**config.mk**
```make
export PLATFORM = sky130hd
export DESIGN_NAME = infix_to_postfix_converter
export DESIGN_NICKNAME = d
export VERILOG_FILES = /design/src/sv/itp_pkg.sv /design/src/sv/infix_to_postfix_converter.sv /design/src/sv/itp_front.sv /design/src/sv/itp_queue.sv /design/src/sv/itp_back.sv
export SDC_FILE = /design/constraint.sdc
export NUM_CORES = 1
export LEC_CHECK = 0
export ABC_AREA = 1
export BUFFER_PORTS_ARGS = -buffer_cell sky130_fd_sc_hd__buf_2
export CORE_UTILIZATION = 60
export CTS_BUF_LIST = sky130_fd_sc_hd__clkbuf_2 sky130_fd_sc_hd__clkbuf_4 sky130_fd_sc_hd__clkbuf_8
export CTS_CLUSTER_DIAMETER = 150
export DETAILED_ROUTE_END_ITERATION = 6
export GPL_TIMING_DRIVEN = 0
export PLACE_DENSITY = 0.77
export SYNTH_ARGS = -nofsm -noshare
export SYNTH_HDL_FRONTEND = slang
export SYNTH_SLANG_ARGS = --single-unit
```
**constraint.sdc**
```tcl
create_clock -name i_clk -period 5.9 [get_ports i_clk]
set_input_delay 1.18 -clock i_clk [delete_from_list [all_inputs] [get_ports i_clk]]
set_output_delay 1.18 -clock i_clk [all_outputs]
set_load 0.01 [all_outputs]
```
**src/sv/itp_pkg.sv**
```systemverilog
// shared types, constants and character helpers for the infix to postfix converter
// no dependencies

`timescale 1ns / 1ps

package itp_pkg;

    localparam int STACK_DEPTH = 32;
    localparam int CNT_W       = $clog2(STACK_DEPTH + 1);
    localparam int IDX_W       = $clog2(STACK_DEPTH);

    localparam int QUEUE_DEPTH = 2;
    localparam int QPTR_W      = $clog2(QUEUE_DEPTH);
    localparam int QCNT_W      = $clog2(QUEUE_DEPTH + 1);

    localparam logic [7:0] CH_DOLLAR = 8'h24;
    localparam logic [7:0] CH_CARET  = 8'h5E;
    localparam logic [7:0] CH_STAR   = 8'h2A;
    localparam logic [7:0] CH_SLASH  = 8'h2F;
    localparam logic [7:0] CH_PLUS   = 8'h2B;
    localparam logic [7:0] CH_MINUS  = 8'h2D;
    localparam logic [7:0] CH_LPAREN = 8'h28;
    localparam logic [7:0] CH_RPAREN = 8'h29;
    localparam logic [7:0] CH_NONE   = 8'h00;

    localparam logic [1:0] PREC_POW  = 2'd3;
    localparam logic [1:0] PREC_MUL  = 2'd2;
    localparam logic [1:0] PREC_ADD  = 2'd1;
    localparam logic [1:0] PREC_NONE = 2'd0;

    typedef enum logic [1:0] {
        CL_LETTER,
        CL_LPAREN,
        CL_RPAREN,
        CL_OPER
    } t_class;

    typedef enum logic [1:0] {
        STAT_OK        = 2'd0,
        STAT_OVERFLOW  = 2'd1,
        STAT_UNMATCHED = 2'd2
    } t_status;

    typedef enum logic {
        ST_RUN,
        ST_FLUSH
    } t_state;

    typedef struct packed {
        logic [7:0] ch;
        t_class     cls;
        logic [1:0] prec;
        logic       eoi;
    } t_item;

    typedef struct packed {
        logic  valid;
        t_item item;
    } t_head;

    typedef struct packed {
        logic [7:0] ch;
        logic       has;
        t_status    status;
    } t_result;

    function automatic logic [1:0] prec_of(input logic [7:0] c);
        logic [1:0] p;
        unique case (c) inside
            CH_DOLLAR, CH_CARET: p = PREC_POW;
            CH_STAR, CH_SLASH:   p = PREC_MUL;
            CH_PLUS, CH_MINUS:   p = PREC_ADD;
            default:             p = PREC_NONE;
        endcase
        return p;
    endfunction

    function automatic logic is_letter(input logic [7:0] c);
        return ((c >= 8'h41) && (c <= 8'h5A)) || ((c >= 8'h61) && (c <= 8'h7A));
    endfunction

endpackage

```
**src/sv/infix_to_postfix_converter.sv**
```systemverilog
// top level of the infix to postfix converter: front end, item queue and back end
// depends on itp_pkg, itp_front, itp_queue, itp_back

`timescale 1ns / 1ps

// Shunting-yard converter: one infix character per input transaction, one postfix
// character (or a bare end or error marker) per output transaction, with
// last_of_run set on the final result of each input. A two-entry queue lets
// input be taken while the back end works. The back end emits each letter, pushes
// operators and '(', pops stacked operators on ')', on an incoming operator of
// equal or lower precedence and in the flush at end of expression, discards the
// matching '(' and emits error markers. When an item that produced two or more
// results ends on a result of its own, the held final result goes out before the
// next item is taken.
// The operator stack holds 32 entries; a push onto a full stack drops the
// character, reports overflow and clears the stack.

module infix_to_postfix_converter import itp_pkg::*; (
    input  logic       i_clk,
    input  logic       i_rst_n,
    input  logic       i_in_valid,
    output logic       o_in_stall,
    input  logic [7:0] i_in_char,
    input  logic       i_in_end_of_expr,
    output logic       o_out_valid,
    input  logic       i_out_stall,
    output logic [7:0] o_out_char,
    output logic       o_out_has_char,
    output logic       o_out_last_of_run,
    output logic [1:0] o_out_status
);

    logic  w_q_full;
    logic  w_wr_en;
    t_item w_wr_item;
    logic  w_rd_en;
    t_head w_head;

    itp_front u_front (
        .i_in_valid       (i_in_valid),
        .o_in_stall       (o_in_stall),
        .i_in_char        (i_in_char),
        .i_in_end_of_expr (i_in_end_of_expr),
        .i_q_full         (w_q_full),
        .o_wr_en          (w_wr_en),
        .o_wr_item        (w_wr_item)
    );

    itp_queue u_queue (
        .i_clk     (i_clk),
        .i_rst_n   (i_rst_n),
        .i_wr_en   (w_wr_en),
        .i_wr_item (w_wr_item),
        .o_full    (w_q_full),
        .i_rd_en   (w_rd_en),
        .o_head    (w_head)
    );

    itp_back u_back (
        .i_clk             (i_clk),
        .i_rst_n           (i_rst_n),
        .i_head            (w_head),
        .o_rd_en           (w_rd_en),
        .o_out_valid       (o_out_valid),
        .i_out_stall       (i_out_stall),
        .o_out_char        (o_out_char),
        .o_out_has_char    (o_out_has_char),
        .o_out_last_of_run (o_out_last_of_run),
        .o_out_status      (o_out_status)
    );

    // error markers carry no character and end the run
    a_err_is_last: assert property (@(posedge i_clk) disable iff (!i_rst_n)
        (o_out_valid && (o_out_status != STAT_OK)) |-> (o_out_last_of_run && !o_out_has_char))
        else $error("error marker not a bare final result");

    a_bare_char_zero: assert property (@(posedge i_clk) disable iff (!i_rst_n)
        (o_out_valid && !o_out_has_char) |-> (o_out_char == CH_NONE))
        else $error("marker carries a character");

    a_deq_needs_head: assert property (@(posedge i_clk) disable iff (!i_rst_n)
        w_rd_en |-> w_head.valid)
        else $error("back end finished an item that was not in the queue");

endmodule

```
**src/sv/itp_front.sv**
```systemverilog
// front end: accepts input characters, classifies them and writes them to the queue
// depends on itp_pkg

`timescale 1ns / 1ps

module itp_front import itp_pkg::*; (
    input  logic       i_in_valid,
    output logic       o_in_stall,
    input  logic [7:0] i_in_char,
    input  logic       i_in_end_of_expr,
    input  logic       i_q_full,
    output logic       o_wr_en,
    output t_item      o_wr_item
);

    always_comb begin
        o_in_stall = i_q_full;
        o_wr_en    = i_in_valid && !i_q_full;
    end

    always_comb begin
        o_wr_item.ch   = i_in_char;
        o_wr_item.eoi  = i_in_end_of_expr;
        o_wr_item.prec = prec_of(i_in_char);
        if (is_letter(i_in_char)) begin
            o_wr_item.cls = CL_LETTER;
        end else if (i_in_char == CH_LPAREN) begin
            o_wr_item.cls = CL_LPAREN;
        end else if (i_in_char == CH_RPAREN) begin
            o_wr_item.cls = CL_RPAREN;
        end else begin
            o_wr_item.cls = CL_OPER;
        end
    end

endmodule

```
**src/sv/itp_queue.sv**
```systemverilog
// short queue of classified items between the front and back ends
// depends on itp_pkg

`timescale 1ns / 1ps

module itp_queue import itp_pkg::*; (
    input  logic  i_clk,
    input  logic  i_rst_n,
    input  logic  i_wr_en,
    input  t_item i_wr_item,
    output logic  o_full,
    input  logic  i_rd_en,
    output t_head o_head
);

    t_item               r_mem [QUEUE_DEPTH];
    logic [QPTR_W-1:0]   r_wr_ptr;
    logic [QPTR_W-1:0]   r_rd_ptr;
    logic [QCNT_W-1:0]   r_cnt;
    logic [QPTR_W-1:0]   n_wr_ptr;
    logic [QPTR_W-1:0]   n_rd_ptr;
    logic [QCNT_W-1:0]   n_cnt;
    logic                w_wr;
    logic                w_rd;

    always_comb begin
        o_full      = (r_cnt == QCNT_W'(QUEUE_DEPTH));
        o_head.valid = (r_cnt != '0);
        o_head.item  = r_mem[r_rd_ptr];
        w_wr = i_wr_en && !o_full;
        w_rd = i_rd_en && o_head.valid;
    end

    always_comb begin
        n_wr_ptr = r_wr_ptr;
        n_rd_ptr = r_rd_ptr;
        n_cnt    = r_cnt;
        if (w_wr) begin
            n_wr_ptr = (r_wr_ptr == QPTR_W'(QUEUE_DEPTH - 1)) ? '0 : r_wr_ptr + QPTR_W'(1);
        end
        if (w_rd) begin
            n_rd_ptr = (r_rd_ptr == QPTR_W'(QUEUE_DEPTH - 1)) ? '0 : r_rd_ptr + QPTR_W'(1);
        end
        if (w_wr && !w_rd) begin
            n_cnt = r_cnt + QCNT_W'(1);
        end else if (w_rd && !w_wr) begin
            n_cnt = r_cnt - QCNT_W'(1);
        end
    end

    always_ff @(posedge i_clk) begin
        if (!i_rst_n) begin
            r_wr_ptr <= '0;
            r_rd_ptr <= '0;
            r_cnt    <= '0;
        end else begin
            r_wr_ptr <= n_wr_ptr;
            r_rd_ptr <= n_rd_ptr;
            r_cnt    <= n_cnt;
        end
    end

    always_ff @(posedge i_clk) begin
        if (w_wr) begin
            r_mem[r_wr_ptr] <= i_wr_item;
        end
    end

endmodule

```
**src/sv/itp_back.sv**
```systemverilog
// back end: operator stack, pop sequencer and result output register
// depends on itp_pkg

`timescale 1ns / 1ps

module itp_back import itp_pkg::*; (
    input  logic       i_clk,
    input  logic       i_rst_n,
    input  t_head      i_head,
    output logic       o_rd_en,
    output logic       o_out_valid,
    input  logic       i_out_stall,
    output logic [7:0] o_out_char,
    output logic       o_out_has_char,
    output logic       o_out_last_of_run,
    output logic [1:0] o_out_status
);

    logic [7:0]        r_stack [STACK_DEPTH];
    logic [CNT_W-1:0]  r_count;
    t_state            r_state;
    t_state            n_state;
    logic              r_any;

    t_result           r_hold_res;
    logic              r_hold_valid;
    logic              r_hold_fin;
    t_result           r_out_res;
    logic              r_out_valid;
    logic              r_out_last;
    t_result           n_hold_res;
    logic              n_hold_valid;
    logic              n_hold_fin;
    t_result           n_out_res;
    logic              n_out_valid;
    logic              n_out_last;

    logic [IDX_W-1:0]  w_top_addr;
    logic [7:0]        w_top;
    logic              w_empty;
    logic              w_full;
    logic              w_top_lp;
    logic              w_pop_op;
    logic              w_pop_rp;
    logic              w_out_free;
    logic              w_go;
    t_item             w_it;

    logic              g_emit;
    logic              g_end;
    t_result           g_res;
    logic              s_push;
    logic              s_pop;
    logic              s_clear;

    always_comb begin
        w_it       = i_head.item;
        w_top_addr = IDX_W'(r_count - CNT_W'(1));
        w_top      = r_stack[w_top_addr];
        w_empty    = (r_count == '0);
        w_full     = (r_count == CNT_W'(STACK_DEPTH));
        w_top_lp   = (w_top == CH_LPAREN);
        w_pop_rp   = !w_empty && !w_top_lp;
        w_pop_op   = w_pop_rp && (w_it.prec <= prec_of(w_top));
        w_out_free = !r_out_valid || !i_out_stall;
        w_go       = i_head.valid && !r_hold_fin && w_out_free;
    end

    // next state
    always_comb begin
        n_state = r_state;
        unique case (r_state)
            ST_RUN: begin
                if (w_go) begin
                    unique case (w_it.cls)
                        CL_LETTER: begin
                            if (w_it.eoi && !w_empty) begin
                                n_state = ST_FLUSH;
                            end
                        end
                        CL_RPAREN: begin
                            if (!w_pop_rp && !w_empty && w_it.eoi &&
                                (r_count != CNT_W'(1))) begin
                                n_state = ST_FLUSH;
                            end
                        end
                        default: begin
                            if (!(w_it.cls == CL_OPER && w_pop_op) && !w_full && w_it.eoi) begin
                                n_state = ST_FLUSH;
                            end
                        end
                    endcase
                end
            end
            ST_FLUSH: begin
                if (w_go && (r_count <= CNT_W'(1))) begin
                    n_state = ST_RUN;
                end
            end
            default: n_state = ST_RUN;
        endcase
    end

    // sequencer outputs
    always_comb begin
        g_emit     = 1'b0;
        g_end      = 1'b0;
        g_res.ch     = w_top;
        g_res.has    = 1'b1;
        g_res.status = STAT_OK;
        s_push     = 1'b0;
        s_pop      = 1'b0;
        s_clear    = 1'b0;
        if (w_go) begin
            unique case (r_state)
                ST_RUN: begin
                    unique case (w_it.cls)
                        CL_LETTER: begin
                            g_emit   = 1'b1;
                            g_res.ch = w_it.ch;
                            g_end    = !(w_it.eoi && !w_empty);
                        end
                        CL_RPAREN: begin
                            if (w_pop_rp) begin
                                g_emit = 1'b1;
                                s_pop  = 1'b1;
                            end else if (!w_empty) begin
                                s_pop = 1'b1;
                                g_end = !(w_it.eoi && (r_count != CNT_W'(1)));
                            end else begin
                                g_emit       = 1'b1;
                                g_res.ch     = CH_NONE;
                                g_res.has    = 1'b0;
                                g_res.status = STAT_UNMATCHED;
                                g_end        = 1'b1;
                            end
                        end
                        default: begin
                            if (w_it.cls == CL_OPER && w_pop_op) begin
                                g_emit = 1'b1;
                                s_pop  = 1'b1;
                            end else if (w_full) begin
                                g_emit       = 1'b1;
                                g_res.ch     = CH_NONE;
                                g_res.has    = 1'b0;
                                g_res.status = STAT_OVERFLOW;
                                s_clear      = 1'b1;
                                g_end        = 1'b1;
                            end else begin
                                s_push = 1'b1;
                                g_end  = !w_it.eoi;
                            end
                        end
                    endcase
                end
                ST_FLUSH: begin
                    if (!w_empty) begin
                        g_emit = 1'b1;
                        s_pop  = 1'b1;
                    end
                    g_end = (r_count <= CNT_W'(1));
                end
                default: begin
                    g_end = 1'b0;
                end
            endcase
            // bare end marker when a final item produced nothing
            if (g_end && w_it.eoi && !r_any && !g_emit) begin
                g_emit       = 1'b1;
                g_res.ch     = CH_NONE;
                g_res.has    = 1'b0;
                g_res.status = STAT_OK;
            end
        end
        o_rd_en = g_end;
    end

    // result routing: hold one result back until it is known whether it is the last
    always_comb begin
        n_out_valid  = r_out_valid && i_out_stall;
        n_out_res    = r_out_res;
        n_out_last   = r_out_last;
        n_hold_valid = r_hold_valid;
        n_hold_fin   = r_hold_fin;
        n_hold_res   = r_hold_res;
        if (r_hold_fin) begin
            if (w_out_free) begin
                n_out_valid  = 1'b1;
                n_out_res    = r_hold_res;
                n_out_last   = 1'b1;
                n_hold_valid = 1'b0;
                n_hold_fin   = 1'b0;
            end
        end else if (g_emit) begin
            if (r_hold_valid) begin
                n_out_valid = 1'b1;
                n_out_res   = r_hold_res;
                n_out_last  = 1'b0;
                n_hold_res  = g_res;
                n_hold_fin  = g_end;
            end else if (g_end) begin
                n_out_valid = 1'b1;
                n_out_res   = g_res;
                n_out_last  = 1'b1;
            end else begin
                n_hold_valid = 1'b1;
                n_hold_res   = g_res;
            end
        end else if (g_end && r_hold_valid) begin
            n_out_valid  = 1'b1;
            n_out_res    = r_hold_res;
            n_out_last   = 1'b1;
            n_hold_valid = 1'b0;
        end
    end

    always_ff @(posedge i_clk) begin
        if (!i_rst_n) begin
            r_state      <= ST_RUN;
            r_count      <= '0;
            r_any        <= 1'b0;
            r_hold_valid <= 1'b0;
            r_hold_fin   <= 1'b0;
            r_out_valid  <= 1'b0;
        end else begin
            r_state      <= n_state;
            r_any        <= g_end ? 1'b0 : (r_any | g_emit);
            r_hold_valid <= n_hold_valid;
            r_hold_fin   <= n_hold_fin;
            r_out_valid  <= n_out_valid;
            if (s_clear) begin
                r_count <= '0;
            end else if (s_push) begin
                r_count <= r_count + CNT_W'(1);
            end else if (s_pop) begin
                r_count <= r_count - CNT_W'(1);
            end
        end
    end

    always_ff @(posedge i_clk) begin
        r_hold_res <= n_hold_res;
        r_out_res  <= n_out_res;
        r_out_last <= n_out_last;
        if (s_push) begin
            r_stack[r_count[IDX_W-1:0]] <= w_it.ch;
        end
    end

    always_comb begin
        o_out_valid       = r_out_valid;
        o_out_char        = r_out_res.ch;
        o_out_has_char    = r_out_res.has;
        o_out_last_of_run = r_out_last;
        o_out_status      = r_out_res.status;
    end

endmodule

```
==> results by group, run 1 <==
Synth
  – Synthesized Nets: around 1300
  – Cell Area, Synth: 14000 sq um
  – Warnings, synthesis: 0
  – Number of flops mapped to enable cells by yosys: 305
  – Mean post-synth cell area: roughly 11 sq um
  – Post-synth top area share: 0.653
  – Top cell type by total area after synthesis: edfxtp_1
  – Async S/R FF share, synth: 0
  – Synthesis-stage register bit count: about 320
  – Mapped Cells: approximately 1300
  – Synth area leaders: edfxtp_1, nand2_1, nand3_1
  – Seq/Total Area, Yosys: 0.676
  – Distinct cells, synth: 37
  – Top FF cell, synth: edfxtp_1

Floorplanning
  – Starting density of the core: 0.616
  – Die Y: between 150 and 200 microns
  – Core area: 22800 sq um
  – I/O pins: 27
  – Row count: 55
  – Die width: ~150 microns
  – Die footprint: 24000 sq um

Place
  – Port Buf Inserts: 26
  – Pre-CTS setup slack: -0.598 ns
  – Dpl hpwl: 24500 microns
  – Final weighted congestion in routability-driven placement: just under 1

Routing
  – Vias: 10600
  – # DRC: 0
  – Detailed router's first-iteration violation count: about 1400
  – Detailed Routing Iterations Pass 1: 6
  – ANT nets after route: 0
  – DRT Wirelength: between 30000 and 40000 microns
  – Vias per inst: 6.07
  – WL per Instance: 22.6 microns

Worst hold path
  – Worst Hold Class: register to register
  – Hold Crit Depth: 1
  – Worst hold start: u_queue.r_rd_ptr
  – Hold Path End: u_queue.r_rd_ptr

Power
  – Combinational power share: 0.466
  – Worst VDD drop: 0.000427 V
  – Post-layout total power: approximately 9 mW
  – Net Sw Frac: 0.447
  – Clock power frac: 0.197
  – Psw: between 4 and 5 mW
  – P_int: approximately 5 mW
  – Leakage: between 6 and 7 nW
  – Sequential Power Share: 0.336
  – Pwr/cell area: around 570 nW/um^2

Timing
  – Fin. max-slew vios: 0
  – Final setup vio count: 0
  – Fmax: around 180 MHz
  – Period utilisation layout: 0.958
  – Slew HR: 0.239
  – Final-report hold violation count: 0
  – Setup Skew: 0.0208 ns
  – Final Worst Setup Slack: between 0.2 and 0.25 ns
  – Least-Margin Pin Slew: between 1 and 1.5 ns
  – Tmin final: ~5.7 ns

Critical path
  – FF-to-FF End: u_back.o_out_char[3]
  – Maximum fanout along the worst path: 12
  – WS Path Type: register to register
  – CP max stage cell: clkbuf_1
  – Reg2Reg Depth: 33
  – Largest stage delay on the critical path: 0.58 ns
  – CP Capture Type: register
  – Worst path arrival time: slightly below 6 ns
  – Flop-to-flop setup slack: roughly 0.25 ns
  – Crit start category: register
  – R2R Path Start: u_back.r_count[0]
  – Required time worst endpoint: roughly 6.2 ns

Global route
  – Initial antenna violation count: 1
  – Met2 Use GR: 0.491
  – GRT busiest layer: met2
  – Largest net degree at the start of global routing: 34
  – Met1 usage: 0.453
  – Vias in the first global route: just under 10000
  – First-pass GRT wire length: roughly 57000 microns
  – Grt met3 use: 0.0953
  – Total global routing overflow: 0
  – All-Layer GR Usage: 0.329

Clocking
  – CTS sink count: around 320
  – Root Driver: clkbuf_8
  – CTS Buffer Depth: 3
  – Hold buffer count at cts: 0
  – Total CTS buffers: 50
  – # H-tree levels: 2
  – Later-pin clock latency in the skew report: roughly 0.60 ns
  – CTS tree: yes
  – Clk pin slew, worst setup/hold paths: about 0.06 ns

Layout
  – Ant diodes: 0
  – Most common cell after layout, fill and taps aside: nand2_1
  – Commonest cells after routing, fill and taps aside: nand2_1, edfxtp_1, nand3_1, inv_1, nor2_1
  – Synthesis-to-finish area growth: 14.7%
  – Layout cells sized above 1: 0.176
  – Fin nets: between 1000 and 1500

Job
  – Max_cap viols: 0

Status
  – Outcome: complete, no violations
[metrics by stage]
stage / hold WS [ns] / utilization / instance area [sq um] / cells / TNS [ns]
detailed placement: 0.452 / 0.639 / 14600 / 1647 / -100.47
finish: 0.466 / 0.707 / 16100 / 1753 / 0
CTS: 0.460 / 0.690 / 15700 / 1744 / -27.89
global placement: 0.435 / 0.639 / 14600 / 1647 / -89.55
floorplan: 0.425 / - / 14000 / 1308 / 0
global route: 0.496 / 0.707 / 16100 / 1753 / -0.587
[cell usage after synthesis, drive strengths merged, types with 3 or more instances]
| library cell | n |
|---|---|
| nand2 | 404 |
| edfxtp | 305 |
| nand3 | 230 |
| nor2 | 94 |
| inv | 79 |
| buf | 55 |
| o21ai | 49 |
| a21oi | 18 |
| dfxtp | 16 |
| mux2 | 9 |
| nor3 | 9 |
| ha | 8 |
| clkbuf | 6 |
| a31oi | 4 |
| nand4 | 4 |
| xor2 | 4 |
| o31ai | 3 |
[critical path: cells and delay by family, from the launching register on]
family / cells / cell delay, ns
AOI/OAI and AO/OA: 4 / 0.64
DFF: 1 / 0.38
adders and majority gates: 2 / 0.60
and+or+nand+nor: 18 / 1.99
buffers and inverters: 9 / 1.72
[flip-flops by register name, summed over array words and instances (netlist names), 2 cells and up, named ones only]
signal and cells:
u_back.o_out_char 8, u_back.o_out_status 2, u_back.r_count 6, u_back.r_hold_res 11, u_back.r_stack 256, u_queue.r_cnt 2, u_queue.r_mem 26
[routing by layer]
metal  part of all wire  wire, microns
met1               0.37          14800
met2               0.44          17400
met3               0.14           5570
met4              0.044           1750
met5             0.0015             59
[final cells by class]
class | count | area (sq um)
sequential | 321 | 9480
fill | 1612 | 6690
tap | 313 | 392
buffer | 61 | 403
clock buffer | 74 | 881
inverter | 80 | 304
clock inverter | 14 | 68.8
multi-input combinational | 846 | 4150
timing repair buffer | 44 | 415
[worst max-delay path by stage]
stage	startpoint	slack, ns	to
2_1_floorplan	u_back.r_count[0]	0.94	u_back.o_out_char[0]
6_report	u_back.r_count[0]	0.25	u_back.o_out_char[3]
3_5_place_dp	u_back.r_count[0]	-0.60	u_back.o_out_char[7]
3_3_place_gp	u_back.r_count[0]	-0.53	u_back.r_stack[18][5]
5_1_grt	u_back.r_count[0]	-0.05	u_back.o_out_char[3]
4_1_cts	u_back.r_count[0]	-0.20	u_back.r_stack[4][5]
[cell families (layout without fill, tap and decap cells)]
kind of cell,Yosys count,count (layout),synth area share
mux,10,10,0.00794
simple gates,743,743,0.226
fa+ha+maj,8,8,0.00713
flops,321,321,0.676
buf+inv,141,273,0.0496
xor+xnor,4,4,0.00250
compound gates,81,81,0.0317
[power groups by stage]
stage | Clock [mW] | Combinational [mW] | Sequential, mW
floorplan | 0 | 2.48 | 3.11
global placement | 0 | 3.75 | 3.10
detailed placement | 0 | 3.84 | 3.11
CTS | 1.78 | 3.90 | 3.06
global route | 1.89 | 4.47 | 3.08
finish | 1.79 | 4.24 | 3.06
[timing repair]
action | 4_1_cts | 5_1_grt
gates resized for setup | 36 | 45
pin swaps | 3 | 12
endpoints found under the hold margin | 0 | 0
endpoints found under the setup margin | 252 | 286
buffers inserted | 9 | 9
No activity file was read; power rests on OpenSTA's default activity.
==> run 2, diff against run 1 <==
Settings changed: CORE_ASPECT_RATIO from default to 1.1.
Clock period 5.9 ns to 7.2 ns, I/O delays scaled along.
==> run 2 against run 1 <==
  * Worst hold slack worse by 0.0096 ns
  * Total power is 21% lower
  * Combinational power down 24%
  * Via count decreased by 3.4%
  * Non-clock buffer count decreased by 18
  * Final cell count decreased by 1.8%
  * First-iteration DRC count increased by 2.3%
  * Sequential share of layout area is 2.3 points higher
  * Wire length shrank 3.9%
  * Critical endpoint is now u_back.r_stack[27][5]
  * Largest cell class unchanged
==> results by group, run 2 (same netlist as run 1, synthesis figures left out) <==
Timing
  – Fin Hold WS: 0.456 ns (-0.00965 ns)
  – Slew HR: 0.208 (-0.0304)
  – Fmax: 152 MHz (-14%)
  – Setup TNS: 0 ns (unchanged)
  – Setup Skew: 0.0240 ns (+0.00320 ns)
  – Least-Margin Pin Slew: 1.18 ns (+0.0455 ns)
  – Fin. max-slew vios: 0 (unchanged)
  – Final Worst Setup Slack: 0.630 ns (+0.383 ns)
  – Final-report hold violation count: 0 (unchanged)
  – Final setup vio count: 0 (unchanged)
  – Tmin final: 6.57 ns (+0.917 ns)
  – RSZ-0062 raised after global routing: false
  – Period utilisation layout: 0.912 (-0.0457)

Layout
  – Commonest cells after routing, fill and taps aside: nand2_1, edfxtp_1, nand3_1, nor2_1, inv_1
  – Layout cells sized above 1: 0.134 (-0.0413)
  – Most common cell after layout, fill and taps aside: nand2_1
  – Fin util: 0.676 (-0.0307)
  – Fin nets: 1406 (-1.3%)
  – Synthesis-to-finish area growth: 10.5%
  – Ant diodes: 0 (unchanged)
  – Area occupied by multi-input gates: 3850 sq um (-7.1%)
  – Post-route design area: 15500 sq um (-3.7%)
  – Fillcell total: 1735 (+7.6%)
  – Reg area: 9480 sq um (unchanged)
  – Max reg flops: 256 (unchanged)
  – Post-Layout Cell Count: 1721 (-1.8%)

Routing
  – Detailed router's first-iteration violation count: 1477 (+2.3%)
  – Detailed Routing Iterations Pass 1: 6 (unchanged)
  – WL per Instance: 22.1 microns (-2.1%)
  – Vias: 10300 (-3.4%)
  – # DRC: 0 (unchanged)
  – DRT Wirelength: 38100 microns (-3.9%)
  – ANT nets after route: 0 (unchanged)
  – Vias per inst: 5.98 (-1.6%)

Critical path
  – Largest stage delay on the critical path: 0.89 ns (+0.31 ns)
  – FF-to-FF End: u_back.r_stack[27][5]
  – Required time worst endpoint: 7.40 ns (+1.21 ns)
  – WS Path Type: register to register
  – CP max stage cell: nor2_1
  – Crit start category: register
  – CP most frequent cell: nand3_1
  – Worst path arrival time: 6.77 ns (+0.83 ns)
  – CP Capture Type: register
  – R2R Path Start: u_back.r_count[0]
  – Worst Setup SP: u_back.r_count[0]
  – Maximum fanout along the worst path: 12 (unchanged)
  – Flop-to-flop setup slack: 0.63 ns (+0.38 ns)
  – Reg2Reg Depth: 28 (-15%)

Global route
  – Total global routing overflow: 0 (unchanged)
  – Largest net degree at the start of global routing: 34 (unchanged)
  – First-pass GRT wire length: 56700 microns (-0.16%)
  – Initial antenna violation count: 0 (-1)
  – All-Layer GR Usage: 0.326 (-0.00295)
  – Vias in the first global route: 9844 (+2.2%)

Floorplanning
  – Die width: 148 microns (-4.6%)
  – I/O pins: 27 (unchanged)
  – Die footprint: 24000 sq um (about the same)
  – Starting density of the core: 0.612 (-0.00413)
  – Die Y: 162 microns (+4.8%)
  – Row count: 58 (+5.5%)
  – Core area: 22900 sq um (+0.68%)

Clocking
  – CTS sink count: 321 (unchanged)
  – Root Driver: clkbuf_8
  – Hold buffer count at cts: 0 (unchanged)
  – Post-CTS setup buffers: 0 (-9)
  – Later-pin clock latency in the skew report: 0.58 ns (-0.02 ns)
  – Total CTS buffers: 49 (-2.0%)
  – Clk pin slew, worst setup/hold paths: 0.06 ns (about the same)
  – # H-tree levels: 2 (unchanged)
  – Post-CTS resize count: 0 (-100%)
  – CTS Buffer Depth: 3 (unchanged)
  – CTS tree: yes

Power
  – Net Sw Frac: 0.433 (-0.0145)
  – Clock power frac: 0.206 (+0.009)
  – Sequential Power Share: 0.347 (+0.011)
  – Combinational power share: 0.447 (-0.019)
  – Psw: 3.13 mW (-23%)
  – Pwr/cell area: 466 nW/um^2 (-17%)
  – Worst VDD drop: 0.000270 V (-37%)
  – Post-layout total power: 7.23 mW (-21%)
  – Leakage: 5.92 nW (-3.6%)
  – P_int: 4.10 mW (-18%)

Status
  – Outcome: complete, no violations

Place
  – Placed Area: 14500 sq um (-0.11%)
  – Port Buf Inserts: 26 (unchanged)
  – Placed cell count: 1634 (-0.79%)
  – Pre-CTS setup slack: 0.840 ns (+1.44 ns)
  – Final weighted congestion in routability-driven placement: 0.994 (about the same)
  – Dpl hpwl: 24000 microns (-2.2%)

Worst hold path
  – Hold Crit Depth: 1 (unchanged)
  – Worst hold start: u_queue.r_rd_ptr
  – Worst Hold Class: register to register
  – Hold Path End: u_queue.r_rd_ptr

Job
  – Max_cap viols: 0 (unchanged)
[run 2: changes by cell type in the layout (fill, tap and decap cells not counted), sizes merged]
cell	change
buf	-17
clkinv	+3
bufinv	+2
clkbuf	-8
clkinvlp	+1
[run 2: layout make-up]
type	count	area share
Clock buffer	67	0.0530
Multi-Input combinational cell	846	0.249
Buffer	61	0.0255
Clock inverter	20	0.00904
Inverter	80	0.0194
Timing Repair Buffer	26	0.00840
Sequential cell	321	0.612
Tap cell	300	0.0242
[run 2: how the worst max path moves through the flow]
| stage | to | slack, ns |
|---|---|---|
| after floorplan | u_back.o_out_char[0] | 2.24 |
| after global placement | u_back.r_stack[27][6] | 0.87 |
| after detailed placement | u_back.r_stack[27][6] | 0.84 |
| after CTS | u_back.r_stack[18][5] | 0.78 |
| after global routing | u_back.r_stack[27][0] | 0.38 |
| final | u_back.r_stack[27][5] | 0.63 |
[run 2: power groups by stage]
stage / logic (mW) / clock network [mW] / registers, mW
after floorplan: 2.03 / 0 / 2.55
after global placement: 3.03 / 0 / 2.54
after detailed placement: 3.10 / 0 / 2.55
after CTS: 3.11 / 1.49 / 2.51
after global routing: 3.45 / 1.57 / 2.52
final: 3.23 / 1.49 / 2.51
[run 2: layer usage]
metal	wire length, microns	GRT usage	vias to the layer above	part of all wire
met2	17000	0.503	688	0.45
li1	-	-	4662	-
met4	1820	0.159	0	0.048
met3	5030	0.0860	124	0.13
met5	0	0	-	0
met1	14200	0.432	4810	0.37
[run 2: critical path, delay by kind of cell, from the launching register on]
| family | cells | cell delay (ns) |
|---|---|---|
| buffers and inverters | 10 | 1.97 |
| adder cells (fa/ha/maj) | 2 | 0.62 |
| AO/OA/AOI/OAI | 3 | 0.53 |
| flip-flops | 1 | 0.40 |
| AND/OR/NAND/NOR | 13 | 2.64 |
